$ cat config.mk
export PLATFORM = sky130hd
export DESIGN_NAME = css_rule_byte_tokenizer
export DESIGN_NICKNAME = d
export VERILOG_FILES = /design/src/css_tok_pkg.sv /design/src/css_tok_step.sv /design/src/css_tok_outq.sv /design/src/css_rule_byte_tokenizer.sv
export SDC_FILE = /design/constraint.sdc
export NUM_CORES = 1
export LEC_CHECK = 0
export BUFFER_PORTS_ARGS = -buffer_cell sky130_fd_sc_hd__buf_2
export CAP_MARGIN = 40
export CORE_ASPECT_RATIO = 1.5
export CORE_UTILIZATION = 40
export CTS_BUF_LIST = sky130_fd_sc_hd__clkbuf_2
export CTS_CLUSTER_SIZE = 10
export DETAILED_ROUTE_END_ITERATION = 16
export PLACE_DENSITY_LB_ADDON = 0.3
export SLEW_MARGIN = 20
export SYNTH_ARGS = -nofsm -noshare
export SYNTH_HDL_FRONTEND = slang
export SYNTH_SLANG_ARGS = --single-unit
$ cat constraint.sdc
create_clock -name clk -period 10.4 [get_ports clk]
set_input_delay 1.04 -clock clk [delete_from_list [all_inputs] [get_ports clk]]
set_output_delay 1.04 -clock clk [all_outputs]
set_load 0.01 [all_outputs]
$ cat src/css_tok_pkg.sv
// ---------------------------------------------------------------------------
// css_tok_pkg
// Shared types, constants and the per-byte segmentation function of the
// stylesheet byte tokenizer.
// ---------------------------------------------------------------------------
package css_tok_pkg;

	localparam int BUFFER_CAPACITY = 1024;
	localparam int DEPTH_BITS      = 8;
	localparam int SEL_BITS        = 11;
	localparam int DECL_BITS       = 10;
	localparam int LIMIT_BITS      = 11;

	localparam logic [DEPTH_BITS-1:0] DEPTH_MAX     = '1;
	localparam logic [SEL_BITS-1:0]   SEL_MAX       = '1;
	localparam logic [DECL_BITS-1:0]  DECL_MAX      = '1;
	localparam logic [SEL_BITS-1:0]   SEL_EMIT_LIM  = SEL_BITS'(BUFFER_CAPACITY - 1);
	localparam logic [DECL_BITS-1:0]  DECL_EMIT_LIM = DECL_BITS'(BUFFER_CAPACITY - 1);
	localparam logic [LIMIT_BITS-1:0] LIMIT_RESET   = LIMIT_BITS'(1024);

	localparam logic [7:0] CH_LBRACE = 8'h7B;
	localparam logic [7:0] CH_RBRACE = 8'h7D;
	localparam logic [7:0] CH_SEMI   = 8'h3B;
	localparam logic [7:0] CH_AT     = 8'h40;
	localparam logic [7:0] CH_SLASH  = 8'h2F;
	localparam logic [7:0] CH_STAR   = 8'h2A;

	localparam logic OP_DATA  = 1'b0;
	localparam logic OP_FLUSH = 1'b1;

	typedef enum logic [2:0] {
		EV_SEL_BYTE  = 3'd0,
		EV_BODY_OPEN = 3'd1,
		EV_DECL_BYTE = 3'd2,
		EV_DECL_END  = 3'd3,
		EV_RULE_END  = 3'd4
	} ev_kind_t;

	typedef struct packed {
		ev_kind_t   kind;
		logic [7:0] data;
		logic       skipped;
		logic       pending;
		logic       last;
	} event_t;

	typedef struct packed {
		logic                  in_comment;
		logic                  slash_pending;
		logic                  prev_star;
		logic                  in_at_rule;
		logic [DEPTH_BITS-1:0] at_depth;
		logic [DEPTH_BITS-1:0] body_depth;
		logic                  skipping;
		logic [SEL_BITS-1:0]   sel_count;
		logic [DECL_BITS-1:0]  decl_count;
	} tok_state_t;

	typedef struct packed {
		tok_state_t st;
		logic       ev_valid;
		event_t     ev;
	} handle_t;

	function automatic logic is_ws(logic [7:0] c);
		return c == 8'h20 || c == 8'h09 || c == 8'h0A || c == 8'h0D || c == 8'h0C;
	endfunction

	// one byte through the segmenter, comment stripping already done
	function automatic handle_t tok_handle(tok_state_t s, logic [7:0] c,
			logic [LIMIT_BITS-1:0] limit);
		handle_t h;
		h.st       = s;
		h.ev_valid = 1'b0;
		h.ev       = '0;
		if (s.in_at_rule) begin
			if (c == CH_LBRACE) begin
				if (s.at_depth != DEPTH_MAX) h.st.at_depth = s.at_depth + 1'b1;
			end else if (c == CH_RBRACE) begin
				if (s.at_depth != '0) h.st.at_depth = s.at_depth - 1'b1;
				if (h.st.at_depth == '0) h.st.in_at_rule = 1'b0;
			end else if (c == CH_SEMI && s.at_depth == '0) begin
				h.st.in_at_rule = 1'b0;
			end
		end else if (s.body_depth == '0) begin
			if (s.sel_count == '0 && is_ws(c)) begin
				h.st = s;
			end else if (c == CH_AT && s.sel_count == '0) begin
				h.st.in_at_rule = 1'b1;
				h.st.at_depth   = '0;
			end else if (c == CH_LBRACE) begin
				h.st.body_depth = DEPTH_BITS'(1);
				h.st.decl_count = '0;
				h.st.skipping   = s.sel_count > limit;
				h.ev_valid      = 1'b1;
				h.ev.kind       = EV_BODY_OPEN;
				h.ev.skipped    = s.sel_count > limit;
			end else begin
				if (s.sel_count < SEL_EMIT_LIM) begin
					h.ev_valid = 1'b1;
					h.ev.kind  = EV_SEL_BYTE;
					h.ev.data  = c;
				end
				if (s.sel_count != SEL_MAX) h.st.sel_count = s.sel_count + 1'b1;
			end
		end else if (c == CH_LBRACE) begin
			if (s.body_depth != DEPTH_MAX) h.st.body_depth = s.body_depth + 1'b1;
		end else if (c == CH_RBRACE) begin
			h.st.body_depth = s.body_depth - 1'b1;
			if (s.body_depth == DEPTH_BITS'(1)) begin
				h.ev_valid      = 1'b1;
				h.ev.kind       = EV_RULE_END;
				h.ev.skipped    = s.skipping;
				h.ev.pending    = !s.skipping && s.decl_count != '0;
				h.st.sel_count  = '0;
				h.st.decl_count = '0;
				h.st.skipping   = 1'b0;
			end
		end else if (s.body_depth != DEPTH_BITS'(1) || s.skipping) begin
			h.st = s;
		end else if (c == CH_SEMI) begin
			if (s.decl_count != '0) begin
				h.ev_valid      = 1'b1;
				h.ev.kind       = EV_DECL_END;
				h.st.decl_count = '0;
			end
		end else begin
			if (s.decl_count < DECL_EMIT_LIM) begin
				h.ev_valid = 1'b1;
				h.ev.kind  = EV_DECL_BYTE;
				h.ev.data  = c;
			end
			if (s.decl_count != DECL_MAX) h.st.decl_count = s.decl_count + 1'b1;
		end
		return h;
	endfunction

endpackage

$ cat src/css_tok_step.sv
// ---------------------------------------------------------------------------
// css_tok_step
// Next-state and result logic for one input item: comment stripping, slash
// replay and up to two segmentation events.
// ---------------------------------------------------------------------------
module css_tok_step import css_tok_pkg::*; (
	input  tok_state_t            cur,
	input  logic                  operation,
	input  logic [7:0]            data_byte,
	input  logic [LIMIT_BITS-1:0] limit,
	output tok_state_t            nxt,
	output logic                  ev0_valid,
	output event_t                ev0,
	output logic                  ev1_valid,
	output event_t                ev1
);

	handle_t    h_slash;
	handle_t    h_byte;
	tok_state_t st_mid;
	logic       use_slash;
	logic       use_byte;
	logic       opens_comment;

	always_comb begin
		opens_comment = cur.slash_pending && data_byte == CH_STAR;
		use_slash = cur.slash_pending &&
			(operation == OP_FLUSH || (!cur.in_comment && !opens_comment));
		use_byte = operation == OP_DATA && !cur.in_comment && !opens_comment &&
			data_byte != CH_SLASH;

		h_slash = tok_handle(cur, CH_SLASH, limit);
		st_mid  = use_slash ? h_slash.st : cur;
		st_mid.slash_pending = 1'b0;
		h_byte  = tok_handle(st_mid, data_byte, limit);

		if (operation == OP_FLUSH) begin
			nxt = '0;
		end else if (cur.in_comment) begin
			nxt = cur;
			if (cur.prev_star && data_byte == CH_SLASH) begin
				nxt.in_comment = 1'b0;
				nxt.prev_star  = 1'b0;
			end else begin
				nxt.prev_star = data_byte == CH_STAR;
			end
		end else if (opens_comment) begin
			nxt = cur;
			nxt.slash_pending = 1'b0;
			nxt.in_comment    = 1'b1;
			nxt.prev_star     = 1'b0;
		end else if (data_byte == CH_SLASH) begin
			nxt = st_mid;
			nxt.slash_pending = 1'b1;
		end else begin
			nxt = h_byte.st;
		end

		// results in order: replayed slash first, then the byte itself
		ev0_valid = use_slash && h_slash.ev_valid;
		ev0       = h_slash.ev;
		ev1_valid = use_byte && h_byte.ev_valid;
		ev1       = h_byte.ev;
		ev0.last  = !ev1_valid;
		ev1.last  = 1'b1;
	end

endmodule

$ cat src/css_tok_outq.sv
// ---------------------------------------------------------------------------
// css_tok_outq
// Four-entry result queue taking up to two events per cycle and handing out
// one per transfer.
// ---------------------------------------------------------------------------
module css_tok_outq import css_tok_pkg::*; (
	input  logic   clk,
	input  logic   arst_n,
	input  logic   push0,
	input  event_t ev0,
	input  logic   push1,
	input  event_t ev1,
	output logic   room,
	output logic   out_valid,
	input  logic   out_ready,
	output event_t head
);

	event_t     entry_q [4];
	logic [1:0] wr_ptr_q;
	logic [1:0] rd_ptr_q;
	logic [2:0] count_q;
	logic       pop;
	logic [1:0] n_push;
	event_t     first;
	event_t     second;

	always_comb begin
		pop       = out_valid && out_ready;
		n_push    = 2'(push0) + 2'(push1);
		first     = push0 ? ev0 : ev1;
		second    = ev1;
		out_valid = count_q != '0;
		head      = entry_q[rd_ptr_q];
		// room for a full pair of results
		room      = count_q <= 3'd2;
	end

	always_ff @(posedge clk) begin
		if (n_push != 2'd0) entry_q[wr_ptr_q] <= first;
		if (n_push == 2'd2) entry_q[wr_ptr_q + 2'd1] <= second;
	end

	always_ff @(posedge clk or negedge arst_n) begin
		if (!arst_n) begin
			wr_ptr_q <= '0;
			rd_ptr_q <= '0;
			count_q  <= '0;
		end else begin
			wr_ptr_q <= wr_ptr_q + n_push;
			if (pop) rd_ptr_q <= rd_ptr_q + 2'd1;
			count_q <= count_q + 3'(n_push) - 3'(pop);
		end
	end

endmodule

$ cat src/css_rule_byte_tokenizer.sv
// ---------------------------------------------------------------------------
// css_rule_byte_tokenizer
// Byte-serial stylesheet segmenter: strips comments, skips at-rules and
// emits selector, body, declaration and rule-end events.
// Results are registered in the result queue, whose head drives the output port.
// Throughput: one byte per cycle; an item with two results hands them to the output
// port one per transfer, and input stalls when the four-entry result queue has
// fewer than two free slots.
// Reset: all tokenizer state and the queue clear; skip limit returns to 1024.
// ---------------------------------------------------------------------------
module css_rule_byte_tokenizer import css_tok_pkg::*; (
	input  logic                  clk,
	input  logic                  arst_n,
	input  logic                  cfg_wr_en,
	input  logic [LIMIT_BITS-1:0] cfg_wr_data,
	input  logic                  in_valid,
	output logic                  in_ready,
	input  logic                  operation,
	input  logic [7:0]            data_byte,
	output logic                  out_valid,
	input  logic                  out_ready,
	output logic [2:0]            event_kind,
	output logic [7:0]            event_byte,
	output logic                  rule_skipped,
	output logic                  declaration_pending,
	output logic                  last_of_run
);

	tok_state_t            state_q;
	tok_state_t            state_nxt;
	logic [LIMIT_BITS-1:0] limit_q;
	logic                  accept;
	logic                  ev0_valid;
	logic                  ev1_valid;
	event_t                ev0;
	event_t                ev1;
	event_t                head;

	assign accept = in_valid && in_ready;

	css_tok_step u_step (
		.cur       (state_q),
		.operation (operation),
		.data_byte (data_byte),
		.limit     (limit_q),
		.nxt       (state_nxt),
		.ev0_valid (ev0_valid),
		.ev0       (ev0),
		.ev1_valid (ev1_valid),
		.ev1       (ev1)
	);

	css_tok_outq u_outq (
		.clk       (clk),
		.arst_n    (arst_n),
		.push0     (accept && ev0_valid),
		.ev0       (ev0),
		.push1     (accept && ev1_valid),
		.ev1       (ev1),
		.room      (in_ready),
		.out_valid (out_valid),
		.out_ready (out_ready),
		.head      (head)
	);

	always_ff @(posedge clk or negedge arst_n) begin
		if (!arst_n) begin
			state_q <= '0;
			limit_q <= LIMIT_RESET;
		end else begin
			if (accept) state_q <= state_nxt;
			if (cfg_wr_en) limit_q <= cfg_wr_data;
		end
	end

	assign event_kind          = head.kind;
	assign event_byte          = head.data;
	assign rule_skipped        = head.skipped;
	assign declaration_pending = head.pending;
	assign last_of_run         = head.last;

endmodule

==> results of run 1 <==
==> logic make-up after synthesis <==
logic type / count (synthesis)
mux: 30
xor+xnor: 23
fa+ha+maj: 30
compound gates: 240
buf+inv: 112
simple gates: 427
flops: 116
==> layout by cell type (no fill, tap or decap), types with 15 or more instances in the layout <==
cell	instances
sky130_fd_sc_hd__ha_1	29
sky130_fd_sc_hd__o21ai_0	56
sky130_fd_sc_hd__edfxtp_1	52
sky130_fd_sc_hd__clkbuf_2	18
sky130_fd_sc_hd__nor3_1	29
sky130_fd_sc_hd__nand4_1	26
sky130_fd_sc_hd__nor2_1	91
sky130_fd_sc_hd__and3_1	19
sky130_fd_sc_hd__o31ai_1	18
sky130_fd_sc_hd__nand3_1	47
sky130_fd_sc_hd__buf_2	40
sky130_fd_sc_hd__a21oi_1	42
sky130_fd_sc_hd__nand2_1	95
sky130_fd_sc_hd__dfrtp_1	59
sky130_fd_sc_hd__nand2b_1	18
sky130_fd_sc_hd__xnor2_1	15
sky130_fd_sc_hd__inv_1	52
==> metrics by stage <==
stage	cell area, um2	hold WS (ns)	util (%)	setup slack (ns)	total power (uW)
floorplan	8700	0.460	-	4.93	975
global placement	9060	0.481	42.9	4.18	1130
detailed placement	9130	0.484	43.2	4.00	1150
CTS	9420	0.142	44.6	4.05	1530
global route	9440	0.131	44.6	3.41	1610
finish	9440	0.182	44.6	3.91	1520
==> cell type report <==
cell class	instances	area [um2]	area share (%)
flip-flops and latches	116	3140	33.3
repair buffers	54	349	3.70
well taps	268	335	3.55
inverters	54	203	2.15
multi-input cells	750	5100	54.1
diodes	1	2.50	0.0265
clock buffers	18	90.1	0.955
clock inverters	14	209	2.21
==> power groups by stage <==
| stage | Sequential, uW | Clock, uW | Combinational [uW] |
|---|---|---|---|
| floorplan | 559 | 0 | 416 |
| global placement | 613 | 0 | 518 |
| finish | 593 | 379 | 548 |
| global route | 601 | 406 | 606 |
| detailed placement | 604 | 0 | 546 |
| CTS | 593 | 386 | 549 |
==> metal layers <==
layer  vias up  GRT usage [%]
met2       298           42.5
met5         -              0
met4         0           13.6
li1       3707              -
met3        90           4.44
met1      3816           25.9
==> flip-flops by register name, summed over array words and instances, names as in the netlist <==
name,flops
u_outq.entry_q,56
limit_q,11
state_q,42
u_outq.count_q,3
u_outq.rd_ptr_q,2
u_outq.wr_ptr_q,2
==> worst min path at each step <==
| stage | to | depth (start not counted) |
|---|---|---|
| final | state_q[34] | 2 |
| after global routing | state_q[34] | 2 |
| after CTS | state_q[34] | 2 |
| after detailed placement | u_outq.entry_q[3][0] | 1 |
| after global placement | u_outq.count_q[2] | 1 |
| after floorplan | u_outq.count_q[2] | 1 |
==> critical path, cell delays in order (launching register included) <==
cell and delay (ns):
sky130_fd_sc_hd__dfrtp_1 0.50, sky130_fd_sc_hd__inv_1 0.11, sky130_fd_sc_hd__ha_1 0.23, sky130_fd_sc_hd__nor3b_2 0.41, sky130_fd_sc_hd__nand2_1 0.56, sky130_fd_sc_hd__a211oi_2 0.77
sky130_fd_sc_hd__mux2i_1 0.35, sky130_fd_sc_hd__ha_1 0.19, sky130_fd_sc_hd__nand4_1 0.20, sky130_fd_sc_hd__nor4_4 0.51, sky130_fd_sc_hd__o21bai_1 0.22, sky130_fd_sc_hd__a2bb2oi_1 0.18
sky130_fd_sc_hd__and2_1 0.20, sky130_fd_sc_hd__ha_1 0.25, sky130_fd_sc_hd__nand2_1 0.11, sky130_fd_sc_hd__nor2_1 0.08, sky130_fd_sc_hd__a21oi_1 0.40, sky130_fd_sc_hd__inv_1 0.42
sky130_fd_sc_hd__o21ai_1 0.41, sky130_fd_sc_hd__nor2_1 0.11
==> impl_metrics.toml, run 1 <==
[status]
status = "finished, final reports clean"

[pwr]
sw_frac_of_total_pct = 39.0
p_clk_share_pct = 25.0
power.ir.vdd_worst_mv = 0.0589
pwr-share-comb_pct = 36.1
internal_power_uw = 928
power_per_cell_area_mw_per_mm2 = 161
switchingPower_uw = 593
sequentialPowerShare_pct = 39.0
total_leakage_power_uw = 0.00354

[placement]
placed_cells = 1241
numPortBuffers = 40
post-dp-hpwl_um = 18900
finalWeightedCongestion = 0.950

[clock_network]
cts-root-to-sink-buffers = 2
tritoncts_clock_tree = "done"
cts.sink_count = 116
cts_root_buf = "sky130_fd_sc_hd__clkbuf_2"
hold_buffers = 0
post-cts-setup-buffer-count = 0
clk_latency_ns = 0.77
path_clk_slew_ns = 0.21
cts_made_buffers = 17
cts_max_level = 4
postCtsResizedCells = 0

[finish]
final_nets = 1048
final_layout_size_suffix_gt1_share_pct = 14.1
stdcell_count = 1275
nFillCells = 2080
area_delta_synth_final_pct = 8.53

[logic_synthesis]
synth_edf_count = 52
synth_mux_area_share_pct = 5.58
synth_top_family_by_area = "simple AND/OR/NAND/NOR gates"
synth_cell_types = 92
netlist_top_cells_area = "sky130_fd_sc_hd__edfxtp_1 (18%), sky130_fd_sc_hd__dfrtp_1 (17%), sky130_fd_sc_hd__ha_1 (4.2%)"
synthXorXnorAreaFrac_pct = 2.32
netlist.area_leader.share_pct = 18.0
synth-adder-area-share_pct = 4.40
synthesis.instances = 978
synth.net_count = 1033
ys_seq_elements = 116
syn_avg_cell_area_um2 = 8.89
postSynth.topFlopCell = "sky130_fd_sc_hd__dfrtp_1"
compound_gate_fraction_of_synth_area_pct = 19.4
synth.largest_area_cell = "sky130_fd_sc_hd__edfxtp_1"
async_flop_share_pct = 51.7
synth_warnings = 0
simple_gate_portion_of_the_synthesized_area_pct = 26.7
synth_common_cells = "sky130_fd_sc_hd__nand2_1 (95), sky130_fd_sc_hd__nor2_1 (91), sky130_fd_sc_hd__dfrtp_1 (59)"
synth.yosys.seq_area_share_pct = 36.2
yosys.cell_count.top_type = "sky130_fd_sc_hd__nand2_1"
post_synthesis_cell_area_mm2 = 0.00870

[grt]
groute.usage.overall_pct = 23.8
globalRoute.totalOverflow = 0
wire_length_of_the_first_global_routing_pass_um = 41000
grt_pass1_vias = 7912
largest_net_degree_at_the_start_of_global_routing = 48
antenna_found_initial = 1

[detailed_routing]
topmost_layer_with_routed_signal_wires = "met4"
amount_of_wire_on_met3_after_detailed_routing_um = 1340
detail_route.drc_violations = 0
via_per_inst = 6.20
initial_drt_pass_iterations = 7
drt_wl_total_um = 25400
routedLengthMet1_um = 9670
dr_wl_met2_um = 13200
detail-route-antenna-nets = 0
vias = 7911
detailedRoute.firstIterationViolations = 717
route.detailed.wl_per_inst_um = 19.9

[critical_path]
timing.setup.critical_path_class = "register to register"
endpoint = "u_outq.entry_q[2][11]"
worstReg2RegEnd = "u_outq.entry_q[2][11]"
regToRegSetupSlack_ns = 3.91
critical_path_peak_fanout = 21
worstPathRequired_ns = 10.90
ff2ff_path_depth = 19
cp-start-kind = "register"
worst_ep_arrival_time_ns = 6.99
crit_start = "state_q[22]"
endpoint_kind = "register"
crit-reg2reg-launch = "state_q[22]"

[sta]
final_max_slew_viol_count = 0
tightestPinTransition_ns = 0.892
grt_setup_unrepaired = "no"
fin_crit_ns = 6.49
period_share_pct = 62.4
number_of_hold_slack_violations_in_the_final_timing_report = 0
worst_clock_skew_ns = 0.0379
setup_tns_ns = 0
setup_viol = 0
max_freq_mhz = 154
slew_headroom_pct = 40.1

[floorplanning]
coreArea_mm2 = 0.0211
boundaryPins = 41
dieWidth_um = 122
placementRows = 65
chipHeight_um = 183
initial_core_util_pct = 41.1
dieArea_mm2 = 0.0223

[worst_hold_path]
hold_path_class = "input port to asynchronous set/reset pin"

[flow_run]
max_cap_viol_count = 0
Note: power is estimated with default switching activity, not from simulation.
==> inputs of run 2 (changes only) <==
==> constraint.sdc (replaced) <==
create_clock -name clk -period 5.38 [get_ports clk]
set_input_delay 0.538 -clock clk [delete_from_list [all_inputs] [get_ports clk]]
set_output_delay 0.538 -clock clk [all_outputs]
set_load 0.01 [all_outputs]
==> run 2 against run 1 <==
Sequential share of layout area shrank 0.98 points. Combinational power grew 99%. Worst hold slack worse by 0.10 ns. Utilization grew 1.4 points. Global-route usage about the same. First-iteration DRC count is 2.1% higher. Power grew 90%. Routed wire length up 0.96%. Final cell count is 3.2% higher. Cell area increased by 3.0%. Largest cell class unchanged. Highest routed layer unchanged.
==> impl_metrics.toml, run 2 (synthesis gave the netlist of run 1 again) <==
[sta]
worst_clock_skew_ns = 0.0397
fin_crit_ns = 5.04
max_freq_mhz = 198
number_of_hold_slack_violations_in_the_final_timing_report = 0
slew_headroom_pct = 48.0
setup_viol = 0
tightestPinTransition_ns = 0.779
final_max_slew_viol_count = 0
setup_tns_ns = 0
period_share_pct = 93.7
grt_setup_unrepaired = "no"

[finish]
stdcell_count = 1316
final_layout_size_suffix_gt1_share_pct = 16.4
reg_top3 = "u_outq.entry_q x56, state_q x42, limit_q x11"
largest_reg_flops = 56
area_delta_synth_final_pct = 11.8
commonest_non_fill_non_tap_cell_in_the_layout = "sky130_fd_sc_hd__nand2_1"
layout.cells.most_common_list = "sky130_fd_sc_hd__nand2_1 (95), sky130_fd_sc_hd__nor2_1 (89), sky130_fd_sc_hd__dfrtp_1 (59)"
largest-register = "u_outq.entry_q"
final_nets = 1088

[clock_network]
cts.sink_count = 116
tritoncts_clock_tree = "done"
path_clk_slew_ns = 0.17
clk_latency_ns = 0.77
cts-root-to-sink-buffers = 2
cts_max_level = 4
cts_made_buffers = 17
cts_root_buf = "sky130_fd_sc_hd__clkbuf_2"

[critical_path]
worstPathRequired_ns = 6.03
critical-path-slowest-cell = "sky130_fd_sc_hd__a2111oi_0"
worstPathCellList = "inv_1, ha_1, nor2_1, nand4_1, buf_4, a2111oi_0, xor2_1, or3b_4, nor4_4, nor2_1, a2bb2oi_1, and2_1, ha_1, inv_1, ha_1, fa_1, xor2_1, xnor2_1"
timing.critical_path.mode_cell = "sky130_fd_sc_hd__ha_1"
cp-start-kind = "register"
timing.setup.critical_path_class = "register to register"
worst_ep_arrival_time_ns = 5.69
endpoint_kind = "register"
worstPathBufferInverterCount = 3
cp_top_family = "simple AND/OR/NAND/NOR gates"
timing.critical_path.slowest_cell_delay_ns = 0.51
critical_path_peak_fanout = 7

[floorplanning]
boundaryPins = 41
placementRows = 65
dieArea_mm2 = 0.0223
initial_core_util_pct = 41.1
dieWidth_um = 122
coreArea_mm2 = 0.0211
chipHeight_um = 183

[grt]
groute.usage.overall_pct = 23.8
antenna_found_initial = 1
grt_pass1_vias = 7762
largest_net_degree_at_the_start_of_global_routing = 43
globalRoute.totalOverflow = 0
wire_length_of_the_first_global_routing_pass_um = 40700

[placement]
finalWeightedCongestion = 0.913
numPortBuffers = 40
placed_cells = 1268
post-dp-hpwl_um = 19100

[pwr]
total_leakage_power_uw = 0.00371
power.ir.vdd_worst_mv = 0.113
switchingPower_uw = 1120
internal_power_uw = 1770
sequentialPowerShare_pct = 39.4
power_per_cell_area_mw_per_mm2 = 297
p_clk_share_pct = 22.8
pwr-share-comb_pct = 37.8
sw_frac_of_total_pct = 38.8

[detailed_routing]
route.detailed.wl_per_inst_um = 19.5
detailedRoute.firstIterationViolations = 732
detail-route-antenna-nets = 0
initial_drt_pass_iterations = 7
vias = 8065
via_per_inst = 6.13
drt_wl_total_um = 25600
detail_route.drc_violations = 0

[flow_run]
max_cap_viol_count = 0

[worst_hold_path]
hold_path_class = "input port to register"

[status]
status = "finished, final reports clean"
run 2: cell count changes in the layout (fill, tap and decap cells not counted), moves of 2 or more:
cell,change
sky130_fd_sc_hd__nor2_1,-2
sky130_fd_sc_hd__dlygate4sd3_1,+12
sky130_fd_sc_hd__buf_4,+29
sky130_fd_sc_hd__clkbuf_2,+2
sky130_fd_sc_hd__clkinv_1,+2
sky130_fd_sc_hd__nor2_2,+2
sky130_fd_sc_hd__inv_6,-2
run 2: repair_timing:
item                                   CTS  global route
resized for setup                        0             4
hold buffers                            12             0
buffers inserted                         0             2
endpoints found under the hold margin   37             0
setup endpoints to repair                0            70
run 2: power by group through the flow:
stage,Clock (uW),Sequential [uW],Combinational (uW)
3_3_place_gp,0,1180,1030
3_5_place_dp,0,1160,1080
5_1_grt,706,1160,1210
6_report,659,1140,1090
4_1_cts,674,1140,1090
2_1_floorplan,0,1080,805
run 2: path summary, 6_finish.rpt:
path	endpoint	cells after the start	from	slack, ns
worst max-delay path	u_outq.count_q[2]	18	state_q[22]	0.34
worst min-delay path	state_q[39]	2	operation	0.08
worst max register to register	u_outq.count_q[2]	18	state_q[22]	0.34
worst min register to register	u_outq.entry_q[2][0]	2	u_outq.entry_q[2][0]	0.50
max in group asynchronous	limit_q[10]	4	arst_n	4.55
min in group asynchronous	state_q[16]	3	arst_n	0.25
run 2: layer usage:
metal | up-vias | GRT usage, % | wire, um
li1 | 3792 | - | -
met1 | 3903 | 26.1 | 9680
met2 | 287 | 42.7 | 13500
met3 | 83 | 4.13 | 1250
met4 | 0 | 13.0 | 1200
met5 | - | 0 | 0
run 2: area by class of cell:
class                           count  area [um2]
Fill cell                        2091       11400
Multi-Input combinational cell    750        5110
Sequential cell                   116        3140
Timing Repair Buffer               94         663
Tap cell                          268         335
Inverter                           54         203
Clock inverter                     12         161
Clock buffer                       20         100
Antenna cell                        2        5.00
run 2: stage by stage:
| step | power, uW | utilization (%) | hold WS (ns) | instance area [um2] | setup slack [ns] |
|---|---|---|---|---|---|
| 2_1_floorplan | 1880 | - | 0.242 | 8700 | 0.414 |
| 3_3_place_gp | 2210 | 43.8 | 0.476 | 9260 | 0.407 |
| 3_5_place_dp | 2230 | 44.0 | 0.480 | 9310 | 0.233 |
| 4_1_cts | 2900 | 45.8 | 0.0311 | 9690 | 0.177 |
| 5_1_grt | 3070 | 46.0 | 0.0882 | 9720 | 0.0309 |
| 6_report | 2890 | 46.0 | 0.0776 | 9720 | 0.339 |
